## src/hdl/gabq_pkg.sv

```systemverilog
`timescale 1ns / 1ps

package gabq_pkg;

	// Channel and field widths
	localparam int unsigned PixW   = 8;
	localparam int unsigned LevelW = 4;
	// Widest blend sum: 255*255 + 127 fits in 16 bits
	localparam int unsigned SumW   = 16;

	// Blend arithmetic constants
	localparam logic [PixW-1:0]   AlphaFull = 8'd255;
	localparam logic [SumW-1:0]   RoundBias = 16'd127;
	// Quantizer constants
	localparam logic [PixW:0]     LevelBias = 9'd8;
	localparam logic [LevelW-1:0] LevelMax  = 4'd15;
	// Low nibble of a legal panel gray
	localparam logic [PixW-1:0]   NibbleMask = 8'h0f;

	// One input pixel
	typedef struct packed {
		logic [PixW-1:0] fg_gray;
		logic [PixW-1:0] fg_alpha;
		logic [PixW-1:0] bg_gray;
		logic [PixW-1:0] fg_red;
		logic [PixW-1:0] fg_green;
		logic [PixW-1:0] fg_blue;
		logic            last_pixel;
	} in_t;

	// One result pixel
	typedef struct packed {
		logic [PixW-1:0] quant_gray;
		logic [PixW-1:0] out_red;
		logic [PixW-1:0] out_green;
		logic [PixW-1:0] out_blue;
		logic [PixW-1:0] out_opacity;
		logic            frame_rejected;
		logic            frame_end;
	} out_t;

endpackage

```

## src/hdl/gray_alpha_blend_quantize.sv

```systemverilog
`timescale 1ns / 1ps

// Gray alpha blend and 16-level panel quantizer. One pixel is taken per clock
// while in_stall is low. Each pixel passes an input register, then the four
// blend units (gray and three colour channels, one 8x8 multiply pair each)
// feeding the result register. A stalled result holds while one more pixel
// waits in the input register; stall on the input side follows the output
// stall combinationally. frame_rejected is sticky over a frame: it goes high
// from the first pixel whose foreground or background gray has a nonzero low
// nibble, and its value on the pixel carrying frame_end is the frame status.
// The flag clears after that pixel. rgba_enable selects colour blending
// against the nibble-expanded background with opacity 255; when clear the
// colour and opacity outputs are zero. Write rgba_enable only while idle.
module gray_alpha_blend_quantize (
	input  logic                  clk,
	input  logic                  arst_n,
	// Configuration
	input  logic                  cfg_wr_en,
	input  logic                  cfg_wr_data,
	// Pixel input
	input  logic                  in_valid,
	output logic                  in_stall,
	input  gabq_pkg::in_t         in_data,
	// Result output
	output logic                  out_valid,
	input  logic                  out_stall,
	output gabq_pkg::out_t        out_data
);

	logic                      rgba_enable_q;
	logic                      reject_seen_q;
	logic                      valid_s1;
	gabq_pkg::in_t             pix_s1;
	logic                      reject_s1;
	logic                      valid_s2;
	gabq_pkg::out_t            res_s2;

	logic                      in_accept;
	logic                      adv_s1;
	logic                      pix_reject;
	logic                      reject_now;
	logic [gabq_pkg::PixW-1:0] bg_exp;
	logic [gabq_pkg::PixW-1:0] gray_blend;
	logic [gabq_pkg::PixW-1:0] red_blend;
	logic [gabq_pkg::PixW-1:0] green_blend;
	logic [gabq_pkg::PixW-1:0] blue_blend;
	logic [gabq_pkg::PixW:0]   level_raw;
	logic [gabq_pkg::LevelW-1:0] level;
	gabq_pkg::out_t            res_next;

	// Handshake: stage 1 moves on when the result register is empty or draining
	assign adv_s1    = valid_s1 && (!valid_s2 || !out_stall);
	assign in_stall  = valid_s1 && !adv_s1;
	assign in_accept = in_valid && !in_stall;

	// Configuration register
	always_ff @(posedge clk or negedge arst_n) begin
		if (!arst_n) begin
			rgba_enable_q <= 1'b0;
		end else if (cfg_wr_en) begin
			rgba_enable_q <= cfg_wr_data;
		end
	end

	// Sticky reject status, updated in transaction order at acceptance
	assign pix_reject = ((in_data.fg_gray & gabq_pkg::NibbleMask) != '0) ||
	                    ((in_data.bg_gray & gabq_pkg::NibbleMask) != '0);
	assign reject_now = reject_seen_q || pix_reject;

	always_ff @(posedge clk or negedge arst_n) begin
		if (!arst_n) begin
			reject_seen_q <= 1'b0;
		end else if (in_accept) begin
			reject_seen_q <= reject_now && !in_data.last_pixel;
		end
	end

	// Input register
	always_ff @(posedge clk or negedge arst_n) begin
		if (!arst_n) begin
			valid_s1 <= 1'b0;
		end else if (in_accept) begin
			valid_s1 <= 1'b1;
		end else if (adv_s1) begin
			valid_s1 <= 1'b0;
		end
	end

	always_ff @(posedge clk) begin
		if (in_accept) begin
			pix_s1    <= in_data;
			reject_s1 <= reject_now;
		end
	end

	// Blend units
	assign bg_exp = pix_s1.bg_gray | (pix_s1.bg_gray >> 4);

	gabq_blend u_blend_gray (
		.fg    (pix_s1.fg_gray),
		.alpha (pix_s1.fg_alpha),
		.bg    (pix_s1.bg_gray),
		.blend (gray_blend)
	);

	gabq_blend u_blend_red (
		.fg    (pix_s1.fg_red),
		.alpha (pix_s1.fg_alpha),
		.bg    (bg_exp),
		.blend (red_blend)
	);

	gabq_blend u_blend_green (
		.fg    (pix_s1.fg_green),
		.alpha (pix_s1.fg_alpha),
		.bg    (bg_exp),
		.blend (green_blend)
	);

	gabq_blend u_blend_blue (
		.fg    (pix_s1.fg_blue),
		.alpha (pix_s1.fg_alpha),
		.bg    (bg_exp),
		.blend (blue_blend)
	);

	// Quantize to 16 levels, saturating at the top level
	assign level_raw = {1'b0, gray_blend} + gabq_pkg::LevelBias;

	always_comb begin
		if (level_raw[gabq_pkg::PixW:gabq_pkg::LevelW] > 5'd15) begin
			level = gabq_pkg::LevelMax;
		end else begin
			level = level_raw[gabq_pkg::PixW-1:gabq_pkg::LevelW];
		end
	end

	// Result assembly
	always_comb begin
		res_next.quant_gray     = {level, 4'b0000};
		res_next.frame_rejected = reject_s1;
		res_next.frame_end      = pix_s1.last_pixel;
		if (rgba_enable_q) begin
			res_next.out_red     = red_blend;
			res_next.out_green   = green_blend;
			res_next.out_blue    = blue_blend;
			res_next.out_opacity = gabq_pkg::AlphaFull;
		end else begin
			res_next.out_red     = '0;
			res_next.out_green   = '0;
			res_next.out_blue    = '0;
			res_next.out_opacity = '0;
		end
	end

	// Result register
	always_ff @(posedge clk or negedge arst_n) begin
		if (!arst_n) begin
			valid_s2 <= 1'b0;
		end else if (adv_s1) begin
			valid_s2 <= 1'b1;
		end else if (!out_stall) begin
			valid_s2 <= 1'b0;
		end
	end

	always_ff @(posedge clk) begin
		if (adv_s1) begin
			res_s2 <= res_next;
		end
	end

	assign out_valid = valid_s2;
	assign out_data  = res_s2;

endmodule

```

## src/hdl/gabq_blend.sv

```systemverilog
`timescale 1ns / 1ps

// Rounded 8-bit alpha blend: (fg*a + bg*(255-a) + 127) / 255
module gabq_blend (
	input  logic [gabq_pkg::PixW-1:0] fg,
	input  logic [gabq_pkg::PixW-1:0] alpha,
	input  logic [gabq_pkg::PixW-1:0] bg,
	output logic [gabq_pkg::PixW-1:0] blend
);

	logic [gabq_pkg::PixW-1:0] alpha_inv;
	logic [gabq_pkg::SumW-1:0] prod_fg;
	logic [gabq_pkg::SumW-1:0] prod_bg;
	logic [gabq_pkg::SumW-1:0] sum;
	logic [gabq_pkg::SumW-1:0] quot_raw;

	// Weighted sum, at most 65152 so no carry out of 16 bits
	assign alpha_inv = gabq_pkg::AlphaFull - alpha;
	assign prod_fg   = fg * alpha;
	assign prod_bg   = bg * alpha_inv;
	assign sum       = prod_fg + prod_bg + gabq_pkg::RoundBias;

	// Divide by 255 as (x + (x >> 8) + 1) >> 8, exact for x below 65535
	// (at most 65407 here, so 16 bits hold it)
	assign quot_raw = sum + {8'd0, sum[gabq_pkg::SumW-1:gabq_pkg::PixW]} + 16'd1;
	assign blend    = quot_raw[gabq_pkg::SumW-1:gabq_pkg::PixW];

endmodule

```

## config.mk

```make
export PLATFORM = sky130hd
export DESIGN_NAME = gray_alpha_blend_quantize
export DESIGN_NICKNAME = d
export VERILOG_FILES = /design/src/hdl/gabq_pkg.sv /design/src/hdl/gray_alpha_blend_quantize.sv /design/src/hdl/gabq_blend.sv
export SDC_FILE = /design/constraint.sdc
export NUM_CORES = 1
export LEC_CHECK = 0
export BUFFER_PORTS_ARGS = -buffer_cell sky130_fd_sc_hd__buf_2
export CAP_MARGIN = 5
export CORE_ASPECT_RATIO = 0.5
export CORE_MARGIN = 10
export CORE_UTILIZATION = 40
export CTS_BUF_LIST = sky130_fd_sc_hd__clkbuf_8 sky130_fd_sc_hd__clkbuf_16
export CTS_CLUSTER_DIAMETER = 50
export DETAILED_ROUTE_END_ITERATION = 12
export MAX_ROUTING_LAYER = met4
export SKIP_CTS_REPAIR_TIMING = 1
export SYNTH_ARGS = -nofsm -noshare
export SYNTH_HDL_FRONTEND = slang
export SYNTH_SLANG_ARGS = --single-unit
```

## constraint.sdc

```tcl
create_clock -name clk -period 11.2 [get_ports clk]
set_input_delay 1.12 -clock clk [delete_from_list [all_inputs] [get_ports clk]]
set_output_delay 1.12 -clock clk [all_outputs]
set_load 0.02 [all_outputs]
```

==> load_flow_metrics.sql, run 1 <==
INSERT INTO impl_metrics (metric_group, metric, value, unit) VALUES
('floorplanning', 'fp.dieW', '327', 'um'),
('worst_setup_path', 'critical_path.reg2reg.startpoint', 'pix_s1[37]', ''),
('synth', 'avgSynthCellArea', '9.33', 'um^2'),
('worst_setup_path', 'r2r_cells', '32', ''),
('placement', 'dp.final_hpwl', '37.5', 'mm'),
('sta', 'finClkSkew', '0.0167', 'ns'),
('synth', 'synth-edff-count', '81', ''),
('sta', 'whs', '0.422', 'ns'),
('detailed_routing', 'wl_per_cell', '16.7', 'um'),
('synth', 'synthesis.yosys.warnings', '0', ''),
('global_routing', 'grt_start_max_net_pins', '51', ''),
('worst_setup_path', 'slowest_delay', '0.63', 'ns'),
('synth', 'async_s_r_ff_share_synth', '4.71', '%'),
('sta', 'timing.setup.tns', '0', 'ns'),
('sta', 'setup-violations-final', '0', ''),
('final_layout', 'drive_gt1_share', '7.58', '%'),
('clock_tree', 'cts_tree', 'built', ''),
('sta', 'finalHoldViolations', '0', ''),
('final_layout', 'multi_input_gate_area', '0.0144', 'mm^2'),
('sta', 'grt_setup_unrepaired', 'no', ''),
('hold_path', 'whs_endpoint', 'out_data[1]', ''),
('global_routing', 'first_global_vias', '13883', ''),
('floorplanning', 'die_h', '173', 'um'),
('worst_setup_path', 'criticalPathCategory', 'reg2reg', ''),
('worst_setup_path', 'crit_path_frequent_cell', 'sky130_fd_sc_hd__fa_1', ''),
('worst_setup_path', 'cp.required', '11.41', 'ns'),
('clock_tree', 'insertion_delay', '0.39', 'ns'),
('clock_tree', 'ctsLongestPathBuffers', '2', ''),
('synth', 'ys_seq_area_share', '13.5', '%'),
('worst_setup_path', 'critical_path.n_buffers_inverters', '3', ''),
('synth', 'synthFlopType', 'sky130_fd_sc_hd__edfxtp_1', ''),
('global_routing', 'grt_first_pass_wirelength', '75.8', 'mm'),
('worst_setup_path', 'worstPathArrival', '10.33', 'ns'),
('run', 'maxCapViolCount', '0', ''),
('detailed_routing', 'drt_first_iter_violations', '738', ''),
('worst_setup_path', 'reg2reg_slack', '1.09', 'ns'),
('synth', 'synthDistinctLibCells', '81', ''),
('worst_setup_path', 'crit_path_top_delay_cell', 'sky130_fd_sc_hd__edfxtp_1', ''),
('placement', 'numPortBuffers', '94', ''),
('worst_setup_path', 'worst_r2r_endpoint', 'out_data[17]', ''),
('synth', 'netlist_area', '0.0188', 'mm^2'),
('sta', 'worst_pin_slew', '1.21', 'ns'),
('clock_tree', 'clkTransAtPathRegs', '0.07', 'ns'),
('detailed_routing', 'ant_nets', '0', ''),
('floorplanning', 'fp.dieArea', '0.0566', 'mm^2'),
('final_layout', 'area_of_all_sequential_standard_cells', '0.00253', 'mm^2'),
('sta', 'slew-limit-headroom', '19.4', '%'),
('floorplanning', 'core_area', '0.0467', 'mm^2'),
('floorplanning', 'ioPinCount', '99', ''),
('worst_setup_path', 'crit_family', 'adder cells', ''),
('clock_tree', 'cts_inserted_buffers', '9', ''),
('detailed_routing', 'via_per_inst', '4.89', ''),
('clock_tree', 'clock-sinks', '85', ''),
('sta', 'timing.final.max_slew_violations', '0', ''),
('placement', 'dpl-instance-area', '0.0199', 'mm^2'),
('final_layout', 'mostFrequentLayoutCell', 'sky130_fd_sc_hd__inv_1', ''),
('status', 'outcome', 'finished, final reports clean', ''),
('sta', 'final.period_utilization', '90.3', '%'),
('worst_setup_path', 'cp_max_fo', '17', ''),
('sta', 'layout_min_cycle_time', '10.11', 'ns'),
('detailed_routing', 'drt_pre_antenna_iters', '5', ''),
('detailed_routing', 'via_count', '13319', ''),
('global_routing', 'grt_antenna_before_repair', '0', ''),
('final_layout', 'layout_common_cells', '432 x sky130_fd_sc_hd__inv_1, 297 x sky130_fd_sc_hd__fa_1, 242 x sky130_fd_sc_hd__ha_1, 217 x sky130_fd_sc_hd__nand2_1, 110 x sky130_fd_sc_hd__and2_1', ''),
('placement', 'finalWeightedCongestion', '0.933', ''),
('detailed_routing', 'finalWirelength', '45.4', 'mm'),
('final_layout', 'antenna-diode-count', '0', ''),
('hold_path', 'worst_hold_path.num_cells', '0', ''),
('global_routing', 'overflow', '0', ''),
('hold_path', 'hold_class', 'reg2reg', ''),
('hold_path', 'timing.hold.worst.start', 'reject_s1', '');
## worst max-delay path by stage
stage	startpoint	endpoint	cells past startpoint
2_1_floorplan	pix_s1[37]	out_data[17]	32
3_3_place_gp	pix_s1[37]	out_data[17]	32
3_5_place_dp	pix_s1[37]	out_data[17]	32
4_1_cts	pix_s1[37]	out_data[17]	32
5_1_grt	pix_s1[35]	out_data[17]	34
6_report	pix_s1[37]	out_data[17]	32
## worst register-to-register path, delay by kind of cell (launching register included)
kind            cells  cell delay (ns)
fa+ha+maj          12             5.21
compound gates      8             1.56
simple gates        7             1.45
xor+xnor            2             0.70
flops               1             0.63
buf+inv             3             0.37
## flip-flops by register name (all words and copies together), names as in the netlist
| register | count |
|---|---|
| rgba_enable_q | 1 |
| valid_s1 | 1 |
| out_valid | 1 |
| reject_s1 | 1 |
| out_data | 31 |
| reject_seen_q | 1 |
| pix_s1 | 49 |
## per-layer routing
layer	global-route usage, %	wire length, um	part of all wire (%)
met3	2.99	1810	4.0
met5	-	0	0
met4	3.04	522	1.2
met1	23.0	22200	49
met2	26.8	20800	46
## logic make-up after synthesis
kind of cell	count (synthesis)	synth area share (%)
simple gates	567	15.1
fa+ha+maj	540	47.8
buf+inv	492	10.0
compound gates	233	8.68
xor+xnor	94	4.75
flops	85	13.5
mux	4	0.213
other cells	1	0.0199
## Yosys cell counts, types with 5 or more instances
cell                       count  area [um^2]
sky130_fd_sc_hd__nor3_1       17         85.1
sky130_fd_sc_hd__a21o_1       18          135
sky130_fd_sc_hd__nor2b_1      22          138
sky130_fd_sc_hd__and2_1      110          688
sky130_fd_sc_hd__or3_1         7         43.8
sky130_fd_sc_hd__a211oi_1      9         67.6
sky130_fd_sc_hd__a21oi_1      61          305
sky130_fd_sc_hd__inv_1       433         1630
sky130_fd_sc_hd__nor2_1       74          278
sky130_fd_sc_hd__clkbuf_1     38          143
sky130_fd_sc_hd__fa_1        297         5950
sky130_fd_sc_hd__or2_2        11         68.8
sky130_fd_sc_hd__xnor2_1      68          596
sky130_fd_sc_hd__o21bai_1     15          113
sky130_fd_sc_hd__nand2b_1     50          313
sky130_fd_sc_hd__a31oi_1       6         37.5
sky130_fd_sc_hd__xor2_1       21          184
sky130_fd_sc_hd__o31a_1        5         43.8
sky130_fd_sc_hd__nand4b_1      5         43.8
sky130_fd_sc_hd__edfxtp_1     81         2430
sky130_fd_sc_hd__nand2_1     217          815
sky130_fd_sc_hd__o21ai_1       7         35.0
sky130_fd_sc_hd__ha_1        242         3030
sky130_fd_sc_hd__and3_1       12         75.1
sky130_fd_sc_hd__o21a_1       13         97.6
sky130_fd_sc_hd__buf_4        11         82.6
sky130_fd_sc_hd__buf_1         7         26.3
sky130_fd_sc_hd__nand3_1      18         90.1
sky130_fd_sc_hd__o21ai_0      38          190
## cell type report
cell class              instances  area share [%]
multi-input cells            1442            71.1
clock inverters                 7           0.506
inverters                     434            8.04
well taps                     638            3.94
repair buffers                108            2.84
flip-flops and latches         85            12.5
clock buffers                   9            1.11
## through the flow
stage | util, % | instances | worst slack (ns)
6_report | 43.4 | 2723 | 1.09
5_1_grt | 43.4 | 2723 | 0.319
4_1_cts | 43.4 | 2723 | 1.08
3_5_place_dp | 42.7 | 2707 | 1.12
3_3_place_gp | 42.7 | 2707 | 1.18
2_1_floorplan | - | 2019 | 2.18
Power of run 1 is not shown: default switching activity piles up to over one toggle a cycle in this logic, so the estimate is an artifact.
==> inputs of run 2 (changes only) <==
--- a/config.mk
+++ b/config.mk
@@ -5,6 +5,7 @@
 export SDC_FILE = /design/constraint.sdc
 export NUM_CORES = 1
 export LEC_CHECK = 0
+export ABC_AREA = 1
 export BUFFER_PORTS_ARGS = -buffer_cell sky130_fd_sc_hd__buf_2
 export CAP_MARGIN = 5
 export CORE_ASPECT_RATIO = 0.5
@@ -14,6 +15,7 @@
 export CTS_CLUSTER_DIAMETER = 50
 export DETAILED_ROUTE_END_ITERATION = 12
 export MAX_ROUTING_LAYER = met4
+export RECOVER_POWER = 25
 export SKIP_CTS_REPAIR_TIMING = 1
 export SYNTH_ARGS = -nofsm -noshare
 export SYNTH_HDL_FRONTEND = slang
==> load_flow_metrics.sql, run 2 <==
INSERT INTO impl_metrics (metric_group, metric, value, unit) VALUES
('clock_tree', 'clock_tree.htree_level_count', '3', ''),
('clock_tree', 'cts.root.buffer_cell', 'sky130_fd_sc_hd__clkbuf_16', ''),
('clock_tree', 'clkTransAtPathRegs', '0.08', 'ns'),
('worst_setup_path', 'cp_max_fo', '14', ''),
('floorplanning', 'fp.dieArea', '0.0597', 'mm^2'),
('worst_setup_path', 'cp.required', '11.35', 'ns'),
('worst_setup_path', 'worstPathArrival', '9.79', 'ns'),
('hold_path', 'whs_endpoint', 'out_data[1]', ''),
('synth', 'async_s_r_ff_share_synth', '4.71', '%'),
('detailed_routing', 'wl_per_cell', '14.9', 'um'),
('floorplanning', 'die_h', '178', 'um'),
('placement', 'numPortBuffers', '94', ''),
('clock_tree', 'cts_tree', 'built', ''),
('global_routing', 'grt_first_pass_wirelength', '83.4', 'mm'),
('floorplanning', 'core_area', '0.0489', 'mm^2'),
('synth', 'synth-edff-count', '81', ''),
('clock_tree', 'cts_inserted_buffers', '9', ''),
('synth', 'synth.ff_latch_count', '85', ''),
('final_layout', 'drive_gt1_share', '6.38', '%'),
('hold_path', 'hold_class', 'reg2reg', ''),
('sta', 'timing.final.max_slew_violations', '0', ''),
('run', 'maxCapViolCount', '0', ''),
('sta', 'slew-limit-headroom', '28.5', '%'),
('synth', 'synth_top_cells_by_area', 'sky130_fd_sc_hd__fa_1 30%, sky130_fd_sc_hd__ha_1 15%, sky130_fd_sc_hd__inv_1 13%, sky130_fd_sc_hd__nand2_1 12%, sky130_fd_sc_hd__edfxtp_1 12%', ''),
('worst_setup_path', 'worstSetupStartpoint', 'pix_s1[35]', ''),
('detailed_routing', 'ant_nets', '0', ''),
('detailed_routing', 'finalWirelength', '49.0', 'mm'),
('worst_setup_path', 'worst_r2r_endpoint', 'out_data[21]', ''),
('final_layout', 'mostFrequentLayoutCell', 'sky130_fd_sc_hd__inv_1', ''),
('sta', 'worst_slack', '1.56', 'ns'),
('global_routing', 'first_global_vias', '16243', ''),
('worst_setup_path', 'r2r_cells', '40', ''),
('floorplanning', 'ioPinCount', '99', ''),
('worst_setup_path', 'crit_path_top_delay_cell', 'sky130_fd_sc_hd__edfxtp_1', ''),
('floorplanning', 'std_cell_rows', '57', ''),
('sta', 'grt_setup_unrepaired', 'no', ''),
('detailed_routing', 'via_per_inst', '4.74', ''),
('hold_path', 'timing.hold.worst.start', 'reject_s1', ''),
('placement', 'placement.setup.worst_slack', '1.57', 'ns'),
('final_layout', 'antenna-diode-count', '0', ''),
('floorplanning', 'initial_utilization', '40.8', '%'),
('final_layout', 'largest_register_ffs', '49', ''),
('final_layout', 'fin_nets', '3223', ''),
('global_routing', 'global_route.usage.total', '17.7', '%'),
('sta', 'timing.setup.tns', '0', 'ns'),
('sta', 'finalHoldViolations', '0', ''),
('final_layout', 'final_design_area_no_fill', '0.0213', 'mm^2'),
('clock_tree', 'ctsLongestPathBuffers', '2', ''),
('synth', 'synth.top_cell.area_share', '29.8', '%'),
('worst_setup_path', 'criticalPathCategory', 'reg2reg', ''),
('sta', 'whs', '0.421', 'ns'),
('synth', 'ys_seq_area_share', '12.7', '%'),
('detailed_routing', 'via_count', '15564', ''),
('worst_setup_path', 'slowest_delay', '0.63', 'ns'),
('synth', 'synthDistinctLibCells', '41', ''),
('final_layout', 'layout_common_cells', '683 x sky130_fd_sc_hd__inv_1, 659 x sky130_fd_sc_hd__nand2_1, 297 x sky130_fd_sc_hd__fa_1, 242 x sky130_fd_sc_hd__ha_1, 148 x sky130_fd_sc_hd__nor2_1', ''),
('detailed_routing', 'drt_pre_antenna_iters', '6', ''),
('synth', 'synth.largest_area_cell', 'sky130_fd_sc_hd__fa_1', ''),
('sta', 'final.period_utilization', '86.1', '%'),
('global_routing', 'overflow', '0', ''),
('synth', 'syn_inst', '2588', ''),
('synth', 'synthesis.yosys.warnings', '0', ''),
('placement', 'dp.final_hpwl', '40.6', 'mm'),
('worst_setup_path', 'crit_path_frequent_cell', 'sky130_fd_sc_hd__nand2_1', ''),
('status', 'outcome', 'finished, final reports clean', ''),
('detailed_routing', 'drt_first_iter_violations', '1099', ''),
('worst_setup_path', 'cp-end-kind', 'register', ''),
('detailed_routing', 'detail_route.drc_violations', '0', ''),
('final_layout', 'areaGrowthSynthToFinish', '6.78', '%'),
('synth', 'netlist_area', '0.0199', 'mm^2'),
('worst_setup_path', 'cp-start-kind', 'register', ''),
('placement', 'finalWeightedCongestion', '0.901', ''),
('floorplanning', 'fp.dieW', '336', 'um'),
('clock_tree', 'clock-sinks', '85', ''),
('sta', 'clock.fmax', '0.104', 'GHz'),
('global_routing', 'grt_antenna_before_repair', '0', ''),
('synth', 'synthFlopType', 'sky130_fd_sc_hd__edfxtp_1', ''),
('hold_path', 'worst_hold_path.num_cells', '0', ''),
('worst_setup_path', 'critical_path.reg2reg.startpoint', 'pix_s1[35]', ''),
('sta', 'layout_min_cycle_time', '9.64', 'ns'),
('synth', 'avgSynthCellArea', '7.70', 'um^2'),
('clock_tree', 'insertion_delay', '0.39', 'ns'),
('worst_setup_path', 'reg2reg_slack', '1.56', 'ns'),
('sta', 'worst_pin_slew', '1.06', 'ns'),
('global_routing', 'grt_start_max_net_pins', '52', ''),
('synth', 'synth.cells.most_frequent', '684 x sky130_fd_sc_hd__inv_1, 659 x sky130_fd_sc_hd__nand2_1, 297 x sky130_fd_sc_hd__fa_1', ''),
('final_layout', 'top_register', 'pix_s1', ''),
('synth', 'yosys.cell_count.top_type', 'sky130_fd_sc_hd__inv_1', ''),
('sta', 'setup-violations-final', '0', ''),
('sta', 'finClkSkew', '0.0174', 'ns'),
('placement', 'dpl-instance-area', '0.0210', 'mm^2');
## run 2: cell types whose count changed in the layout (fill, tap and decap cells not counted), moves of 18 or more
| cell | before | now |
|---|---|---|
| sky130_fd_sc_hd__xnor2_1 | 68 | 27 |
| sky130_fd_sc_hd__o21ai_0 | 38 | 20 |
| sky130_fd_sc_hd__nand3_1 | 18 | 125 |
| sky130_fd_sc_hd__nor2b_1 | 22 | 0 |
| sky130_fd_sc_hd__inv_1 | 432 | 683 |
| sky130_fd_sc_hd__nand2b_1 | 50 | 0 |
| sky130_fd_sc_hd__a21oi_1 | 61 | 87 |
| sky130_fd_sc_hd__nor2_1 | 74 | 148 |
| sky130_fd_sc_hd__nand2_1 | 217 | 659 |
| sky130_fd_sc_hd__and2_1 | 110 | 1 |
## run 2: routing by layer
layer  vias to the layer above  wire length (um)  global-route usage [%]
li1                       7786                 -                       -
met1                      7389             22800                    23.2
met2                       339             22900                    29.4
met3                        50              2320                    1.87
met4                         0               996                    4.34
met5                         -                 0                       -
## run 2: through the flow
step,std cells,util [%]
global route,3283,43.5
floorplan,2591,-
detailed placement,3267,42.8
finish,3283,43.5
CTS,3283,43.5
global placement,3267,42.8
## run 2: area by class of cell
type | instances | area (um^2)
fillers | 4999 | 27600
flip-flops and latches | 85 | 2530
well taps | 649 | 812
clock buffers | 10 | 239
inverters | 689 | 2590
clock inverters | 6 | 105
repair buffers | 106 | 551
multi-input cells | 1738 | 14500
## run 2: logic make-up (layout without fill, tap and decap cells)
kind of cell	after synthesis	count (layout)	share of synthesized area, %
buffers and inverters	768	811	14.9
other	1	4	0.0188
flip-flops	85	85	12.7
AO/OA/AOI/OAI	146	146	4.20
AND/OR/NAND/NOR	990	990	20.4
adder cells (fa/ha/maj)	539	539	45.0
XOR/XNOR	59	59	2.86
## run 2: worst max-delay path by stage
stage,endpoint,slack (ns),cells past startpoint
4_1_cts,out_data[21],1.54,40
3_3_place_gp,out_data[21],1.63,41
2_1_floorplan,out_data[21],2.48,41
6_report,out_data[21],1.56,40
5_1_grt,out_data[21],0.79,42
3_5_place_dp,out_data[21],1.57,40
## run 2: critical path: cells and delay by family (launching register included)
family | cells | cell delay, ns
XOR/XNOR | 1 | 0.48
AO/OA/AOI/OAI | 4 | 0.69
AND/OR/NAND/NOR | 18 | 1.76
flip-flops | 1 | 0.63
buffers and inverters | 5 | 0.54
adder cells (fa/ha/maj) | 12 | 5.30
Power of run 2 is left out for the same reason.
==> inputs of run 3 (changes only) <==
--- a/config.mk
+++ b/config.mk
@@ -14,7 +14,6 @@
 export CTS_BUF_LIST = sky130_fd_sc_hd__clkbuf_8 sky130_fd_sc_hd__clkbuf_16
 export CTS_CLUSTER_DIAMETER = 50
 export DETAILED_ROUTE_END_ITERATION = 12
-export MAX_ROUTING_LAYER = met4
 export RECOVER_POWER = 25
 export SKIP_CTS_REPAIR_TIMING = 1
 export SYNTH_ARGS = -nofsm -noshare
==> constraint.sdc (replaced) <==
create_clock -name clk -period 11.2 [get_ports clk]
set_input_delay 1.68 -clock clk [delete_from_list [all_inputs] [get_ports clk]]
set_output_delay 1.68 -clock clk [all_outputs]
set_load 0.02 [all_outputs]
==> load_flow_metrics.sql, run 3 (synthesis results as in run 2) <==
INSERT INTO impl_metrics (metric_group, metric, value, unit) VALUES
('run', 'maxCapViolCount', '0', ''),
('final_layout', 'multi_input_gate_area', '0.0145', 'mm^2'),
('detailed_routing', 'via_per_inst', '4.76', ''),
('sta', 'finClkSkew', '0.0132', 'ns'),
('clock_tree', 'clock-sinks', '85', ''),
('sta', 'final.period_utilization', '85.6', '%'),
('worst_setup_path', 'critical_path.reg2reg.startpoint', 'pix_s1[30]', ''),
('clock_tree', 'clkTransAtPathRegs', '0.08', 'ns'),
('final_layout', 'mostFrequentLayoutCell', 'sky130_fd_sc_hd__inv_1', ''),
('global_routing', 'first_global_vias', '16313', ''),
('floorplanning', 'std_cell_rows', '57', ''),
('worst_setup_path', 'cp.required', '11.35', 'ns'),
('hold_path', 'worst_hold_path.num_cells', '0', ''),
('final_layout', 'area_of_all_sequential_standard_cells', '0.00253', 'mm^2'),
('floorplanning', 'die_h', '178', 'um'),
('worst_setup_path', 'cp-end-kind', 'register', ''),
('worst_setup_path', 'worst_r2r_endpoint', 'out_data[21]', ''),
('worst_setup_path', 'r2r_cells', '41', ''),
('sta', 'worst_pin_slew', '1.03', 'ns'),
('floorplanning', 'core_area', '0.0489', 'mm^2'),
('clock_tree', 'insertion_delay', '0.39', 'ns'),
('hold_path', 'whs_endpoint', 'out_data[0]', ''),
('worst_setup_path', 'cp_max_fo', '8', ''),
('clock_tree', 'cts_tree', 'built', ''),
('sta', 'finalHoldViolations', '0', ''),
('clock_tree', 'cts_inserted_buffers', '9', ''),
('hold_path', 'hold_class', 'reg2reg', ''),
('worst_setup_path', 'critical_path.n_buffers_inverters', '5', ''),
('placement', 'numPortBuffers', '94', ''),
('global_routing', 'grt_antenna_before_repair', '1', ''),
('worst_setup_path', 'crit_family', 'adder cells', ''),
('final_layout', 'drive_gt1_share', '6.34', '%'),
('detailed_routing', 'detail_route.drc_violations', '0', ''),
('detailed_routing', 'drt_first_iter_violations', '935', ''),
('worst_setup_path', 'cp-start-kind', 'register', ''),
('detailed_routing', 'wl_per_cell', '15.0', 'um'),
('sta', 'layout_min_cycle_time', '9.58', 'ns'),
('worst_setup_path', 'crit_path_frequent_cell', 'sky130_fd_sc_hd__nand2_1', ''),
('global_routing', 'global_route.usage.total', '17.2', '%'),
('detailed_routing', 'via_count', '15645', ''),
('final_layout', 'top_register', 'pix_s1', ''),
('worst_setup_path', 'reg2reg_slack', '1.62', 'ns'),
('clock_tree', 'cts.root.buffer_cell', 'sky130_fd_sc_hd__clkbuf_16', ''),
('floorplanning', 'fp.dieW', '336', 'um'),
('final_layout', 'fin_nets', '3223', ''),
('sta', 'timing.final.max_slew_violations', '0', ''),
('sta', 'clock.fmax', '0.104', 'GHz'),
('worst_setup_path', 'slowest_delay', '0.57', 'ns'),
('sta', 'grt_setup_unrepaired', 'no', ''),
('worst_setup_path', 'worstPathArrival', '9.73', 'ns'),
('sta', 'setup-violations-final', '0', ''),
('detailed_routing', 'drt_pre_antenna_iters', '5', ''),
('clock_tree', 'ctsLongestPathBuffers', '2', ''),
('sta', 'timing.setup.tns', '0', 'ns'),
('final_layout', 'largest_register_ffs', '49', ''),
('detailed_routing', 'finalWirelength', '49.2', 'mm'),
('sta', 'slew-limit-headroom', '30.8', '%'),
('final_layout', 'layout_common_cells', '683 x sky130_fd_sc_hd__inv_1, 659 x sky130_fd_sc_hd__nand2_1, 297 x sky130_fd_sc_hd__fa_1, 242 x sky130_fd_sc_hd__ha_1, 148 x sky130_fd_sc_hd__nor2_1', ''),
('floorplanning', 'initial_utilization', '40.8', '%'),
('final_layout', 'areaGrowthSynthToFinish', '6.75', '%'),
('status', 'outcome', 'finished, final reports clean', ''),
('floorplanning', 'ioPinCount', '99', ''),
('placement', 'dp.final_hpwl', '40.8', 'mm'),
('hold_path', 'timing.hold.worst.start', 'pix_s1[0]', ''),
('floorplanning', 'fp.dieArea', '0.0597', 'mm^2'),
('detailed_routing', 'ant_nets', '0', ''),
('global_routing', 'grt_start_max_net_pins', '42', ''),
('placement', 'finalWeightedCongestion', '0.891', ''),
('worst_setup_path', 'criticalPathCategory', 'reg2reg', ''),
('global_routing', 'grt_first_pass_wirelength', '83.4', 'mm'),
('global_routing', 'overflow', '0', ''),
('worst_setup_path', 'crit_path_top_delay_cell', 'sky130_fd_sc_hd__edfxtp_1', ''),
('clock_tree', 'clock_tree.htree_level_count', '3', ''),
('final_layout', 'fillers', '4994', '');
-- run 3: per-layer routing --
metal	track usage (%)	vias up	share of wire, %	wire length [um]
met5	0	-	0	0
met4	3.67	0	1.6	799
met3	2.47	40	4.6	2290
met2	29.4	320	47	23200
met1	23.1	7507	47	22900
li1	-	7778	-	-
-- run 3: metrics by stage --
step / hold WS (ns) / cell area (um^2) / utilization (%) / worst slack (ns) / cells
2_1_floorplan: 0.400 / 19900 / - / 2.48 / 2591
3_3_place_gp: 0.402 / 21000 / 42.8 / 1.64 / 3267
3_5_place_dp: 0.416 / 21000 / 42.8 / 1.66 / 3267
4_1_cts: 0.433 / 21300 / 43.5 / 1.61 / 3283
5_1_grt: 0.440 / 21300 / 43.5 / 0.952 / 3284
6_report: 0.431 / 21300 / 43.5 / 1.62 / 3284
-- run 3: layout make-up --
type                            instances  area share [%]
Tap cell                              649            3.82
Clock buffer                            9            1.06
Antenna cell                            1          0.0118
Sequential cell                        85            11.9
Timing Repair Buffer                  106            2.58
Multi-Input combinational cell       1738            68.0
Clock inverter                          7           0.517
Inverter                              689            12.2
-- run 3: worst max path at each step --
stage,depth (start not counted),to,slack (ns),from
after global routing,41,out_data[21],0.95,pix_s1[30]
final,41,out_data[21],1.62,pix_s1[30]
after CTS,41,out_data[21],1.61,pix_s1[30]
after global placement,41,out_data[21],1.64,pix_s1[30]
after detailed placement,41,out_data[21],1.66,pix_s1[30]
after floorplan,41,out_data[21],2.48,pix_s1[35]
-- run 3: worst register-to-register path: cells and delay by family (launching register included) --
family	cells	cell delay, ns
AND/OR/NAND/NOR	19	1.93
flip-flops	1	0.57
adder cells (fa/ha/maj)	12	5.25
XOR/XNOR	1	0.48
buffers and inverters	5	0.37
AO/OA/AOI/OAI	4	0.76
Power of run 3 is left out for the same reason.
